===== src/design/ctt_pkg.sv =====
package ctt_pkg;

  // Field and state widths
  localparam int BYTE_W   = 8;
  localparam int DIM_W    = 10;
  localparam int COORD_W  = 11;
  localparam int NUM_W    = 16;
  localparam int SUM_W    = ((COORD_W > NUM_W) ? COORD_W : NUM_W) + 2;
  localparam int CFG_IDX_W = 1;

  localparam logic [NUM_W-1:0] NUM_MAX = {NUM_W{1'b1}};

  localparam logic signed [SUM_W-1:0] S_ZERO = SUM_W'(0);
  localparam logic signed [SUM_W-1:0] S_ONE  = SUM_W'(1);

  // Configuration register indexes
  localparam logic [CFG_IDX_W-1:0] CFG_ROWS = 1'b0;
  localparam logic [CFG_IDX_W-1:0] CFG_COLS = 1'b1;

  localparam logic [DIM_W-1:0] ROWS_RESET = 10'd24;
  localparam logic [DIM_W-1:0] COLS_RESET = 10'd80;

  // Control bytes
  localparam logic [BYTE_W-1:0] CH_BEL = 8'h07;
  localparam logic [BYTE_W-1:0] CH_BS  = 8'h08;
  localparam logic [BYTE_W-1:0] CH_VT  = 8'h0B;
  localparam logic [BYTE_W-1:0] CH_FF  = 8'h0C;
  localparam logic [BYTE_W-1:0] CH_CR  = 8'h0D;
  localparam logic [BYTE_W-1:0] CH_ESC = 8'h1B;

  // Printable bytes with a meaning in sequences
  localparam logic [BYTE_W-1:0] CH_SEVEN  = 8'h37;
  localparam logic [BYTE_W-1:0] CH_EIGHT  = 8'h38;
  localparam logic [BYTE_W-1:0] CH_ZERO   = 8'h30;
  localparam logic [BYTE_W-1:0] CH_NINE   = 8'h39;
  localparam logic [BYTE_W-1:0] CH_SEMI   = 8'h3B;
  localparam logic [BYTE_W-1:0] CH_AT     = 8'h40;
  localparam logic [BYTE_W-1:0] CH_LBRACK = 8'h5B;
  localparam logic [BYTE_W-1:0] CH_RBRACK = 8'h5D;
  localparam logic [BYTE_W-1:0] CH_GRAVE  = 8'h60;
  localparam logic [BYTE_W-1:0] CH_UP_A   = 8'h41;
  localparam logic [BYTE_W-1:0] CH_UP_B   = 8'h42;
  localparam logic [BYTE_W-1:0] CH_UP_C   = 8'h43;
  localparam logic [BYTE_W-1:0] CH_UP_D   = 8'h44;
  localparam logic [BYTE_W-1:0] CH_UP_E   = 8'h45;
  localparam logic [BYTE_W-1:0] CH_UP_F   = 8'h46;
  localparam logic [BYTE_W-1:0] CH_UP_G   = 8'h47;
  localparam logic [BYTE_W-1:0] CH_UP_H   = 8'h48;
  localparam logic [BYTE_W-1:0] CH_UP_M   = 8'h4D;
  localparam logic [BYTE_W-1:0] CH_UP_Z   = 8'h5A;
  localparam logic [BYTE_W-1:0] CH_LO_A   = 8'h61;
  localparam logic [BYTE_W-1:0] CH_LO_C   = 8'h63;
  localparam logic [BYTE_W-1:0] CH_LO_D   = 8'h64;
  localparam logic [BYTE_W-1:0] CH_LO_E   = 8'h65;
  localparam logic [BYTE_W-1:0] CH_LO_F   = 8'h66;
  localparam logic [BYTE_W-1:0] CH_LO_R   = 8'h72;
  localparam logic [BYTE_W-1:0] CH_LO_S   = 8'h73;
  localparam logic [BYTE_W-1:0] CH_LO_U   = 8'h75;
  localparam logic [BYTE_W-1:0] CH_LO_X   = 8'h78;
  localparam logic [BYTE_W-1:0] CH_LO_Z   = 8'h7A;

  // Cursor, saved cursor and scroll region
  typedef struct packed {
    logic [COORD_W-1:0] row;
    logic [COORD_W-1:0] col;
    logic [COORD_W-1:0] row_sv;
    logic [COORD_W-1:0] col_sv;
    logic [DIM_W-1:0]   top;
    logic [DIM_W-1:0]   bot;
  } cursor_t;

  // Collected CSI parameters
  typedef struct packed {
    logic [NUM_W-1:0] n1;
    logic [NUM_W-1:0] n2;
    logic             seen1;
    logic             seen2;
  } csi_parm_t;

  // Append one decimal digit, saturating
  function automatic logic [NUM_W-1:0] add_digit(input logic [NUM_W-1:0] v,
                                                 input logic [3:0] d);
    logic [NUM_W+3:0] r;
    r = ({4'b0, v} << 3) + ({4'b0, v} << 1) + {{NUM_W{1'b0}}, d};
    return (r > {4'b0, NUM_MAX}) ? NUM_MAX : r[NUM_W-1:0];
  endfunction

  // Clamp a signed value into lo..hi
  function automatic logic signed [SUM_W-1:0] clamp_s(input logic signed [SUM_W-1:0] lo,
                                                      input logic signed [SUM_W-1:0] v,
                                                      input logic signed [SUM_W-1:0] hi);
    logic signed [SUM_W-1:0] r;
    r = v;
    if (v < lo) r = lo;
    else if (v > hi) r = hi;
    return r;
  endfunction

endpackage


===== src/design/ctt_if.sv =====
interface ctt_in_if;
  import ctt_pkg::*;

  logic              valid;
  logic              ready;
  logic [BYTE_W-1:0] stream_byte;

  modport source (output valid, output stream_byte, input ready);
  modport sink   (input valid, input stream_byte, output ready);
endinterface

interface ctt_out_if;
  import ctt_pkg::*;

  logic               valid;
  logic               ready;
  logic [DIM_W-1:0]   cursor_row;
  logic [DIM_W:0]     cursor_col;
  logic [DIM_W-1:0]   region_top;
  logic [DIM_W-1:0]   region_bottom;
  logic               report_request;
  logic               sequence_done;

  modport source (output valid, output cursor_row, output cursor_col, output region_top,
                  output region_bottom, output report_request, output sequence_done,
                  input ready);
  modport sink   (input valid, input cursor_row, input cursor_col, input region_top,
                  input region_bottom, input report_request, input sequence_done,
                  output ready);
endinterface


===== src/design/terminal_cursor_tracker_top.sv =====
// Channel  | Dir | Payload                                         | Handshake
// in_ch    | in  | stream_byte                                     | valid/ready
// out_ch   | out | cursor_row, cursor_col, region_top,             | valid/ready
//          |     | region_bottom, report_request, sequence_done    |
// cfg      | in  | cfg_index, cfg_wdata                            | cfg_we, no wait
//
// One byte is taken per cycle unless the output stalls; each byte yields one
// result word (input register, then the state update into the result register).
// Synchronous active-low reset homes the cursor, clears the region and
// parameters, returns the parser to ground and sets the screen to 24 x 80.
// A stalled output holds its word; the input register still drains into the
// result register the cycle out_ch.ready returns, so in_ch.ready follows it.
module terminal_cursor_tracker_top (
  input  logic                           clk,
  input  logic                           rst_n,
  ctt_in_if.sink                         in_ch,
  ctt_out_if.source                      out_ch,
  input  logic                           cfg_we,
  input  logic [ctt_pkg::CFG_IDX_W-1:0]  cfg_index,
  input  logic [ctt_pkg::DIM_W-1:0]      cfg_wdata
);
  import ctt_pkg::*;

  typedef enum logic [1:0] {PH_GROUND, PH_ESCAPE, PH_CSI, PH_OSC} phase_t;
  typedef enum logic [1:0] {NS_FIRST, NS_SECOND, NS_STOP} num_stage_t;

  logic [DIM_W-1:0]  rows_r, cols_r, rows_eff, cols_eff;
  logic              s1_valid_r;
  logic [BYTE_W-1:0] s1_byte_r;
  cursor_t           cur_r, cur_nxt, csi_cur;
  csi_parm_t         parm_r, parm_nxt;
  phase_t            phase_r, phase_nxt;
  num_stage_t        stage_r, stage_nxt;
  logic              report, done;
  logic              advance, in_fire, step_en;
  logic [COORD_W:0]  row_inc, row_dec;
  logic              byte_is_letter, byte_is_numeral;

  logic              out_valid_r;
  logic [DIM_W-1:0]  out_row_r, out_top_r, out_bot_r;
  logic [DIM_W:0]    out_col_r;
  logic              out_report_r, out_done_r;

  // Handshake
  assign advance     = !out_valid_r || out_ch.ready;
  assign in_ch.ready = !s1_valid_r || advance;
  assign in_fire     = in_ch.valid && in_ch.ready;
  assign step_en     = s1_valid_r && advance;

  assign rows_eff = (rows_r == '0) ? DIM_W'(1) : rows_r;
  assign cols_eff = (cols_r == '0) ? DIM_W'(1) : cols_r;

  assign row_inc  = {1'b0, cur_r.row} + (COORD_W+1)'(1);
  assign row_dec  = {1'b0, cur_r.row} - (COORD_W+1)'(1);
  assign byte_is_letter  = ((s1_byte_r >= CH_UP_A) && (s1_byte_r <= CH_UP_Z)) ||
                           ((s1_byte_r >= CH_LO_A) && (s1_byte_r <= CH_LO_Z));
  assign byte_is_numeral = (s1_byte_r >= CH_ZERO) && (s1_byte_r <= CH_NINE);

  ctt_csi_exec u_csi_exec (
    .fin_byte (s1_byte_r),
    .cur      (cur_r),
    .parm     (parm_r),
    .rows     (rows_eff),
    .cols     (cols_eff),
    .cur_nxt  (csi_cur)
  );

  // Parse one byte and update the cursor
  always_comb begin
    cur_nxt   = cur_r;
    parm_nxt  = parm_r;
    phase_nxt = phase_r;
    stage_nxt = stage_r;
    report    = 1'b0;
    done      = 1'b0;
    case (phase_r)
      PH_GROUND: begin
        if (s1_byte_r == CH_BS) begin
          cur_nxt.col = (cur_r.col > COORD_W'(1)) ? cur_r.col - COORD_W'(1) : COORD_W'(1);
        end else if (s1_byte_r == CH_VT || s1_byte_r == CH_FF) begin
          cur_nxt.row = (row_inc < {{(COORD_W+1-DIM_W){1'b0}}, rows_eff}) ?
                        row_inc[COORD_W-1:0] : {{(COORD_W-DIM_W){1'b0}}, rows_eff};
        end else if (s1_byte_r == CH_CR) begin
          cur_nxt.col = COORD_W'(1);
        end else if (s1_byte_r == CH_ESC) begin
          phase_nxt = PH_ESCAPE;
        end
      end
      PH_ESCAPE: begin
        phase_nxt = PH_GROUND;
        done      = 1'b1;
        case (s1_byte_r)
          CH_SEVEN: begin
            cur_nxt.row_sv = cur_r.row;
            cur_nxt.col_sv = cur_r.col;
          end
          CH_EIGHT: begin
            cur_nxt.row = cur_r.row_sv;
            cur_nxt.col = cur_r.col_sv;
          end
          CH_LO_C: begin
            cur_nxt.row    = COORD_W'(1);
            cur_nxt.col    = COORD_W'(1);
            cur_nxt.row_sv = COORD_W'(1);
            cur_nxt.col_sv = COORD_W'(1);
          end
          CH_UP_D, CH_UP_E: begin
            cur_nxt.row = (row_inc < {{(COORD_W+1-DIM_W){1'b0}}, rows_eff}) ?
                          row_inc[COORD_W-1:0] : {{(COORD_W-DIM_W){1'b0}}, rows_eff};
            if (s1_byte_r == CH_UP_E) cur_nxt.col = COORD_W'(1);
          end
          CH_UP_M: begin
            if (row_dec == '0)
              cur_nxt.row = COORD_W'(1);
            else if (row_dec > {{(COORD_W+1-DIM_W){1'b0}}, rows_eff})
              cur_nxt.row = {{(COORD_W-DIM_W){1'b0}}, rows_eff};
            else
              cur_nxt.row = row_dec[COORD_W-1:0];
          end
          CH_LBRACK: begin
            phase_nxt = PH_CSI;
            done      = 1'b0;
            parm_nxt  = '0;
            stage_nxt = NS_FIRST;
          end
          CH_RBRACK: begin
            phase_nxt = PH_OSC;
            done      = 1'b0;
          end
          default: ;
        endcase
      end
      PH_CSI: begin
        if (s1_byte_r == CH_AT || s1_byte_r == CH_GRAVE || s1_byte_r == CH_RBRACK) begin
          phase_nxt = PH_GROUND;
          done      = 1'b1;
        end else if (s1_byte_r == CH_LO_C || s1_byte_r == CH_LO_X) begin
          phase_nxt = PH_GROUND;
          done      = 1'b1;
          report    = 1'b1;
        end else if (byte_is_letter) begin
          cur_nxt   = csi_cur;
          phase_nxt = PH_GROUND;
          done      = 1'b1;
        end else if (byte_is_numeral) begin
          if (stage_r == NS_FIRST) begin
            parm_nxt.n1    = add_digit(parm_r.n1, s1_byte_r[3:0]);
            parm_nxt.seen1 = 1'b1;
          end else if (stage_r == NS_SECOND) begin
            parm_nxt.n2    = add_digit(parm_r.n2, s1_byte_r[3:0]);
            parm_nxt.seen2 = 1'b1;
          end
        end else if (s1_byte_r == CH_SEMI) begin
          stage_nxt = (stage_r == NS_FIRST) ? NS_SECOND : NS_STOP;
        end else begin
          stage_nxt = NS_STOP;
        end
      end
      default: begin
        // OSC body: only BEL or ESC matter
        if (s1_byte_r == CH_BEL) begin
          phase_nxt = PH_GROUND;
          done      = 1'b1;
        end else if (s1_byte_r == CH_ESC) begin
          phase_nxt = PH_ESCAPE;
        end
      end
    endcase
  end

  // Configuration registers
  always_ff @(posedge clk) begin
    if (!rst_n) begin
      rows_r <= ROWS_RESET;
      cols_r <= COLS_RESET;
    end else if (cfg_we) begin
      case (cfg_index)
        CFG_ROWS: rows_r <= cfg_wdata;
        CFG_COLS: cols_r <= cfg_wdata;
        default: ;
      endcase
    end
  end

  // Input register
  always_ff @(posedge clk) begin
    if (!rst_n) begin
      s1_valid_r <= 1'b0;
    end else if (in_fire) begin
      s1_valid_r <= 1'b1;
    end else if (advance) begin
      s1_valid_r <= 1'b0;
    end
  end

  always_ff @(posedge clk) begin
    if (in_fire) s1_byte_r <= in_ch.stream_byte;
  end

  // Tracker state
  always_ff @(posedge clk) begin
    if (!rst_n) begin
      cur_r   <= '{row: COORD_W'(1), col: COORD_W'(1), row_sv: COORD_W'(1),
                   col_sv: COORD_W'(1), top: DIM_W'(1), bot: '0};
      parm_r  <= '0;
      phase_r <= PH_GROUND;
      stage_r <= NS_FIRST;
    end else if (step_en) begin
      cur_r   <= cur_nxt;
      parm_r  <= parm_nxt;
      phase_r <= phase_nxt;
      stage_r <= stage_nxt;
    end
  end

  // Result register: hold while stalled
  always_ff @(posedge clk) begin
    if (!rst_n) begin
      out_valid_r <= 1'b0;
    end else if (step_en) begin
      out_valid_r <= 1'b1;
    end else if (out_ch.ready) begin
      out_valid_r <= 1'b0;
    end
  end

  always_ff @(posedge clk) begin
    if (step_en) begin
      out_row_r    <= cur_nxt.row[DIM_W-1:0];
      out_col_r    <= cur_nxt.col[DIM_W:0];
      out_top_r    <= cur_nxt.top;
      out_bot_r    <= cur_nxt.bot;
      out_report_r <= report;
      out_done_r   <= done;
    end
  end

  assign out_ch.valid          = out_valid_r;
  assign out_ch.cursor_row     = out_row_r;
  assign out_ch.cursor_col     = out_col_r;
  assign out_ch.region_top     = out_top_r;
  assign out_ch.region_bottom  = out_bot_r;
  assign out_ch.report_request = out_report_r;
  assign out_ch.sequence_done  = out_done_r;

endmodule


===== src/design/ctt_csi_exec.sv =====
module ctt_csi_exec (
  input  logic [ctt_pkg::BYTE_W-1:0] fin_byte,
  input  ctt_pkg::cursor_t           cur,
  input  ctt_pkg::csi_parm_t         parm,
  input  logic [ctt_pkg::DIM_W-1:0]  rows,
  input  logic [ctt_pkg::DIM_W-1:0]  cols,
  output ctt_pkg::cursor_t           cur_nxt
);
  import ctt_pkg::*;

  logic signed [SUM_W-1:0] row, col, top, bot;
  logic signed [SUM_W-1:0] n, m, n2, rows_s, cols_s;
  logic signed [SUM_W-1:0] row_c, col_c, top_c, bot_c;
  logic                    both;

  // Apply one CSI final, then clamp to the screen
  always_comb begin
    rows_s = $signed({{(SUM_W-DIM_W){1'b0}}, rows});
    cols_s = $signed({{(SUM_W-DIM_W){1'b0}}, cols});
    row    = $signed({{(SUM_W-COORD_W){1'b0}}, cur.row});
    col    = $signed({{(SUM_W-COORD_W){1'b0}}, cur.col});
    top    = $signed({{(SUM_W-DIM_W){1'b0}}, cur.top});
    bot    = $signed({{(SUM_W-DIM_W){1'b0}}, cur.bot});
    n      = parm.seen1 ? $signed({{(SUM_W-NUM_W){1'b0}}, parm.n1}) : S_ZERO;
    n2     = $signed({{(SUM_W-NUM_W){1'b0}}, parm.n2});
    m      = (n == S_ZERO) ? S_ONE : n;
    both   = parm.seen1 && parm.seen2;
    cur_nxt = cur;

    case (fin_byte)
      CH_UP_A: row = row - m;
      CH_UP_B, CH_LO_E: row = row + m;
      CH_UP_C, CH_LO_A: col = col + m;
      CH_UP_D: col = col - m;
      CH_UP_E: begin
        row = row + m;
        col = S_ONE;
      end
      CH_UP_F: begin
        row = row - m;
        col = S_ONE;
      end
      CH_UP_G: col = m;
      CH_UP_H, CH_LO_F: begin
        if (both) begin
          row = n;
          col = n2;
        end else if (parm.seen1) begin
          row = n;
          col = S_ONE;
        end else begin
          row = S_ONE;
          col = S_ONE;
        end
      end
      CH_LO_D: row = n;
      CH_LO_R: begin
        if (both) begin
          top = n;
          bot = n2;
        end else if (parm.seen1) begin
          top = n;
          bot = rows_s;
        end else begin
          top = S_ONE;
          bot = rows_s;
        end
        row = S_ONE;
        col = S_ONE;
      end
      CH_LO_S: begin
        cur_nxt.row_sv = cur.row;
        cur_nxt.col_sv = cur.col;
      end
      CH_LO_U: begin
        row = $signed({{(SUM_W-COORD_W){1'b0}}, cur.row_sv});
        col = $signed({{(SUM_W-COORD_W){1'b0}}, cur.col_sv});
      end
      default: ;
    endcase

    row_c = clamp_s(S_ONE, row, rows_s);
    col_c = clamp_s(S_ONE, col, cols_s + S_ONE);
    top_c = clamp_s(S_ONE, top, rows_s);
    bot_c = (bot != S_ZERO) ? clamp_s(S_ONE, bot, rows_s) : rows_s;

    cur_nxt.row = row_c[COORD_W-1:0];
    cur_nxt.col = col_c[COORD_W-1:0];
    cur_nxt.top = top_c[DIM_W-1:0];
    cur_nxt.bot = bot_c[DIM_W-1:0];
  end

endmodule


===== src/flat_wrapper.sv =====
// flat-port wrapper written by rule: the top's interface ports become plain ports
module terminal_cursor_tracker_top_flat import ctt_pkg::*;
  (clk, rst_n, cfg_we, cfg_index, cfg_wdata, in_ch_valid, in_ch_stream_byte, in_ch_ready, out_ch_valid, out_ch_cursor_row, out_ch_cursor_col, out_ch_region_top, out_ch_region_bottom, out_ch_report_request, out_ch_sequence_done, out_ch_ready);
  ctt_in_if in_ch_i ();
  ctt_out_if out_ch_i ();
  input  logic clk;
  input  logic rst_n;
  input  logic cfg_we;
  input  logic [ctt_pkg::CFG_IDX_W-1:0] cfg_index;
  input  logic [ctt_pkg::DIM_W-1:0] cfg_wdata;
  input wire logic [$bits(in_ch_i.valid)-1:0] in_ch_valid;
  input wire logic [$bits(in_ch_i.stream_byte)-1:0] in_ch_stream_byte;
  output wire logic [$bits(in_ch_i.ready)-1:0] in_ch_ready;
  output wire logic [$bits(out_ch_i.valid)-1:0] out_ch_valid;
  output wire logic [$bits(out_ch_i.cursor_row)-1:0] out_ch_cursor_row;
  output wire logic [$bits(out_ch_i.cursor_col)-1:0] out_ch_cursor_col;
  output wire logic [$bits(out_ch_i.region_top)-1:0] out_ch_region_top;
  output wire logic [$bits(out_ch_i.region_bottom)-1:0] out_ch_region_bottom;
  output wire logic [$bits(out_ch_i.report_request)-1:0] out_ch_report_request;
  output wire logic [$bits(out_ch_i.sequence_done)-1:0] out_ch_sequence_done;
  input wire logic [$bits(out_ch_i.ready)-1:0] out_ch_ready;
  assign in_ch_i.valid = in_ch_valid;
  assign in_ch_i.stream_byte = in_ch_stream_byte;
  assign in_ch_ready = in_ch_i.ready;
  assign out_ch_valid = out_ch_i.valid;
  assign out_ch_cursor_row = out_ch_i.cursor_row;
  assign out_ch_cursor_col = out_ch_i.cursor_col;
  assign out_ch_region_top = out_ch_i.region_top;
  assign out_ch_region_bottom = out_ch_i.region_bottom;
  assign out_ch_report_request = out_ch_i.report_request;
  assign out_ch_sequence_done = out_ch_i.sequence_done;
  assign out_ch_i.ready = out_ch_ready;
  terminal_cursor_tracker_top u_core (.clk(clk), .rst_n(rst_n), .in_ch(in_ch_i), .out_ch(out_ch_i), .cfg_we(cfg_we), .cfg_index(cfg_index), .cfg_wdata(cfg_wdata));
endmodule

===== config.mk =====
export PLATFORM = sky130hd
export DESIGN_NAME = terminal_cursor_tracker_top_flat
export DESIGN_NICKNAME = d
export VERILOG_FILES = /design/src/design/ctt_pkg.sv /design/src/design/ctt_if.sv /design/src/design/terminal_cursor_tracker_top.sv /design/src/design/ctt_csi_exec.sv /design/src/flat_wrapper.sv
export SDC_FILE = /design/constraint.sdc
export NUM_CORES = 1
export LEC_CHECK = 0
export CORE_MARGIN = 1
export CORE_UTILIZATION = 60
export CTS_BUF_LIST = sky130_fd_sc_hd__clkbuf_16
export CTS_CLUSTER_DIAMETER = 80
export CTS_CLUSTER_SIZE = 10
export DETAILED_ROUTE_END_ITERATION = 10
export DONT_BUFFER_PORTS = 1
export PLACE_DENSITY = 0.79
export SLEW_MARGIN = 20
export SYNTH_ARGS = -nofsm -noshare
export SYNTH_HDL_FRONTEND = slang
export SYNTH_SLANG_ARGS = --single-unit

===== constraint.sdc =====
create_clock -name clk -period 17.6 [get_ports clk]
set_clock_uncertainty 0.05 [all_clocks]
set_input_delay 2.64 -clock clk [delete_from_list [all_inputs] [get_ports clk]]
set_output_delay 2.64 -clock clk [all_outputs]
set_load 0.005 [all_outputs]

Word level (Yosys, flattened, before mapping)
Index checks and enable logic that the tools add are counted.
{ "totals": {"register_bits": 175, "input_bits": 24, "output_inout_bits": 45, "wordCells": 235} }
{ "op_classes": {"addsub": 12, "magnitude_cmp": 19, "eq_ne": 52, "n_mux": 84, "bitwise_logic": 2, "n_reduce_logical": 42} }
{ "op_table": {"columns": ["cell", "count"], "rows": [
  ["one-hot mux 18 bit (6 select lines)", 2],
  ["2-to-1 mux 64 bit", 3],
  ["== test 8 x 7 -> 1 bit (second input constant)", 22],
  ["2-to-1 mux 34 bit", 5],
  ["2-to-1 mux 11 bit", 14],
  ["2-to-1 mux 16 bit", 9],
  ["one-hot mux 22 bit (2 select lines)", 2],
  ["2-to-1 mux 18 bit", 4],
  ["2-to-1 mux 10 bit", 7],
  ["one-hot mux 34 bit (2 select lines)", 1],
  ["one-hot mux 22 bit (3 select lines)", 1],
  ["less-than comparator 18 x 2 -> 1 bit (second input constant)", 3],
  ["one-hot mux 11 bit (4 select lines)", 1],
  ["adder 19 x 17 -> 20 bit", 2],
  ["adder 20 x 4 -> 20 bit", 2],
  ["> comparator 20 x 16 -> 1 bit (second input constant)", 2],
  ["adder 12 x 18 -> 18 bit", 2],
  ["> comparator 18 x 11 -> 1 bit", 2],
  ["subtractor 12 x 18 -> 18 bit", 2],
  ["one-hot mux 11 bit (3 select lines)", 1],
  ["== test 8 x 4 -> 1 bit (second input constant)", 4],
  ["2-to-1 mux 2 bit", 15],
  ["== test 8 x 6 -> 1 bit (second input constant)", 3],
  ["2-to-1 mux 22 bit", 1],
  ["other kinds (46)", 101]
]} }

Depth between registers and ports, before layout
{ "depth": {"ltp_word": 12, "ltp_mapped": 31, "depth_no_buf": 28} }

Cells and area by module
A second synthesis with hierarchy kept.
{ "unflattened": {"cells_unflattened": 2304, "area_unflattened_um2": 17504.3} }
{ "modules_own_cells": {"columns": ["mod", "n_inst", "cells_each", "area_each_um2", "seq_area_each_um2"], "rows": [
  ["terminal_cursor_tracker_top", 1, 1367, 11285.8, 4013.8],
  ["ctt_csi_exec", 1, 937, 6218.5, 0.0]
]} }

Least setup slack after synthesis
No wires, ideal clock.
{ "synth_timing": {"kind": "reg-to-reg", "from": "reg u_core.parm_r[1] (netlist name)", "to": "reg u_core.out_col_r[5], in the netlist u_core.out_ch.cursor_col[5] (data pin)", "setup_ns": 0.270, "arrival_time_ns": 5.743, "required_ns": 17.280, "path_slack_ns": 11.537, "path_stages_with_launch": 32, "path_buffers": 6, "period_less_slack_ns": 6.063, "cell_sequence": "dfxtp_1 > clkbuf_1 > clkbuf_1 > clkbuf_1 > clkbuf_1 > a21oi_1 > ha_1 > inv_1 > nand2_1 > xnor2_1 > ha_1 > nor2b_1 > a221oi_1 > xnor2_1 > a221oi_1 > nand2_1 > o21ai_0 > inv_1 > ha_1 > a21oi_1 > nor2b_1 > o21ai_0 > a21oi_1 > nand4_1 > o211a_1 > a211oi_1 > or3_1 > buf_6 > buf_6 > mux2i_1 > a221oi_1 > a21oi_1"} }
{ "synth_rtl": {"columns": ["element", "line", "text"], "rows": [
  ["start: declaration", "terminal_cursor_tracker_top.sv:31", "csi_parm_t parm_r, parm_nxt;"],
  ["start signal: assignment", "terminal_cursor_tracker_top.sv:210", "parm_r <= parm_nxt;"],
  ["end signal: assignment", "terminal_cursor_tracker_top.sv:230", "out_col_r <= cur_nxt.col[DIM_W:0];"],
  ["end: declaration", "terminal_cursor_tracker_top.sv:41", "logic [DIM_W:0] out_col_r;"]
]} }

==> flow_summary.toml <==
[sta]
min_period_over_period_pct = 40.4
maxSlewViolCount = 0
tightest_slew_ps = 1140
relSlewSlack_pct = 23.7
setup_violations = 0
hold_violations = 0
clock.fmax_ghz = 0.141
rsz0062_at_grt = "no"
fin_setup_tns_ps = 0
period_needed_ps = 7110

[placement]
port_buffers = 0
gp_congestion = 0.980
post-dp-hpwl_um = 41100
place_inst = 2295

[critical_path]
cp_num_buf_inv = 3
r2r_end = "u_core.out_ch.cursor_col[1]"
worst-path-max-fanout = 42
crit_required_ps = 17770
slowest_delay_ps = 600
start_kind = "flop"
crit_top_cell = "nand2_1"
critPathKind = "flop to flop"
crit_arrival_ps = 7280
path_delay_family = "simple AND/OR/NAND/NOR gates"
ff2ff_path_depth = 27
worstSetupStartpoint = "u_core.parm_r[1]"
r2r_slack_ps = 10490
cp_slowest_cell = "or3_1"
end_kind = "flop"
rr_startpoint = "u_core.parm_r[1]"

[yosys]
synth.most_common_cell = "nand2_1"
synth_top_area_share_pct = 15.3
syn-num-nets = 2249
synth_area_leader_cell = "dfxtp_1"
yosysSeqAreaShare_pct = 24.8
synth.area.top_cells = "dfxtp_1, ha_1, edfxtp_1"
yosys_warnings = 0
ys.flop_type = "dfxtp_1"
synth_cell_types = 96
synth_cells = 2067
syn_area_um2 = 16200
async_flop_share_pct = 0
synthTopCellsByCount = "nand2_1, o21ai_0, ha_1"
synth.avg_cell_area_um2 = 7.84
synth_edf_count = 51
ys_ff_latch = 175

[clocking]
cts_tree = "yes"
cts_sinks = 175
postCtsSetupRepairBufs = 0
cts_hold_buffers = 0
insertion_delay_ps = 470
numCtsBuffers = 17
cts_resized = 0
htree_levels = 4
cts.path.max_buffers = 2
ctsRootBufferMaster = "clkbuf_16"
clkTransAtPathRegs_ps = 90

[global_routing]
grt_first_pass_wirelength_um = 85700
grt_max_degree = 100
antenna_found_initial = 4
grt_pass1_vias = 15000
gr-usage-all-layers_pct = 39.5
grt_overflow = 0

[floorplanning]
die_h_um = 166
rows = 59
io_pins = 69
initial_core_util_pct = 61.7
die_area_um2 = 27700
die_w_um = 166
core_um2 = 26300

[run_status]
status = "finished, violations left"
violations = "design-rule violations"

[pwr]
ir_drop_mv = 0.0635
power_density_nw_per_um2 = 61.4
p_sw_share_pct = 33.6
p_sw_w = 0.000349
clkPwrFrac_pct = 40.9
p_total_w = 0.00104
p_leak_nw = 6.91
combinationalPowerShare_pct = 16.3
internal_power_w = 0.000692
p_seq_share_pct = 42.8

[drt]
antenna_left = 0
dr.pass1.iters = 9
wl_per_cell_um = 23.8
avgViaCountPerCell = 7.03
drc_errors = 6
drt_iter0_drc = 2068
vias = 16400
routed_wl_um = 55400

[hold_path]
hold_class = "flop to flop"
hold_end = "u_core.cur_r[9]"
whs_path_depth = 2
worstHoldStart = "u_core.cur_r[9]"

[layout]
final_util_pct = 64.5
stdcell_count = 2328
seq_area_um2 = 4010
syn_to_final_growth_pct = 4.56
layout-drive-gt1-share_pct = 5.57
fillerInstances = 2283
nets = 2161
multi_input_area_um2 = 11400

[run]
maxCapViolCount = 0
-- cells in the final DEF (no fill, tap or decap), types with 29 or more instances in the layout --
cell | netlist | layout
a21boi_0 | 60 | 60
a21oi_1 | 116 | 115
dfxtp_1 | 124 | 124
edfxtp_1 | 51 | 51
ha_1 | 152 | 152
inv_1 | 78 | 78
mux2i_1 | 40 | 40
nand2_1 | 275 | 275
nand3_1 | 62 | 62
nor2_1 | 129 | 128
nor2b_1 | 37 | 37
nor3_1 | 40 | 40
nor4_1 | 29 | 29
o21a_1 | 36 | 36
o21ai_0 | 168 | 168
xnor2_1 | 61 | 61
-- final cells by class --
cell class / instances / share of cell area, %
Timing Repair Buffer: 21 / 0.930
Tap cell: 335 / 2.47
Clock inverter: 15 / 1.30
Clock buffer: 17 / 2.51
Multi-Input combinational cell: 1683 / 67.3
Sequential cell: 175 / 23.7
Antenna cell: 1 / 0.0148
Inverter: 81 / 1.79
-- flip-flops by register name, indices dropped and copies added (netlist names) --
signal,count
u_core.cols_r,10
u_core.out_ch.sequence_done,1
u_core.stage_r,2
u_core.out_ch.cursor_col,11
u_core.cur_r,64
u_core.out_ch.report_request,1
u_core.out_ch.region_top,10
u_core.out_ch.cursor_row,10
u_core.out_ch.valid,1
u_core.phase_r,2
u_core.rows_r,10
u_core.s1_byte_r,8
u_core.parm_r,34
u_core.s1_valid_r,1
u_core.out_ch.region_bottom,10
-- layer usage --
layer | wire (um) | track usage, % | up-vias | part of all wire (%)
li1 | - | - | 7507 | -
met1 | 22300 | 51.3 | 7699 | 40
met2 | 24500 | 62.9 | 984 | 44
met3 | 6240 | 9.63 | 175 | 11
met4 | 2290 | 15.7 | 0 | 4.1
met5 | 0 | 0 | - | 0
-- power groups by stage --
stage               Clock (W)  Combinational, W  Sequential [W]
finish               0.000426          0.000170        0.000445
global route         0.000442          0.000186        0.000446
CTS                  0.000426          0.000164        0.000444
detailed placement          0          0.000163        0.000454
global placement            0          0.000160        0.000453
floorplan                   0          0.000138        0.000440
-- worst register-to-register path, stage by stage, from the launching register on --
cell and delay [ps]:
dfxtp_1 310, buf_4 370, inv_1 380, o211a_1 340, a21oi_1 220, nand3_1 270, nand3b_1 390, nand2_1 200
xnor2_1 80, ha_1 250, or3_1 320, o32ai_1 480, o21bai_1 170, xnor2_1 160, nand2_1 80, nand2_1 110
inv_1 50, ha_1 280, and2_1 140, nand3_1 120, a21oi_1 180, nand2_1 70, o211a_1 210, a211oi_1 350
or3_1 600, mux2i_1 320, a211oi_1 70, a211o_1 290
-- kinds of logic after synthesis --
group	synth area share, %
flip-flops	24.8
multiplexers	3.37
adder cells (fa/ha/maj)	12.5
XOR/XNOR	4.43
AO/OA/AOI/OAI	28.2
AND/OR/NAND/NOR	21.7
buffers and inverters	5.09
-- how the worst max path moves through the flow --
stage                                        endpoint  slack (ps)  depth (start not counted)
final                     u_core.out_ch.cursor_col[1]       10490                         27
after global routing      u_core.out_ch.cursor_col[5]        9990                         27
after CTS                 u_core.out_ch.cursor_col[1]       10690                         27
after detailed placement  u_core.out_ch.cursor_col[3]       10720                         27
after global placement    u_core.out_ch.cursor_col[3]       10830                         23
after floorplan           u_core.out_ch.cursor_col[5]       11540                         31
-- through the flow --
stage	instance area, um2	setup slack (ps)	hold slack (ps)
2_1_floorplan	16200	11540	393
3_3_place_gp	16300	10830	417
3_5_place_dp	16300	10720	426
4_1_cts	16900	10690	438
5_1_grt	17000	9990	455
6_report	17000	10490	439
(Power assumes the default switching activity.)
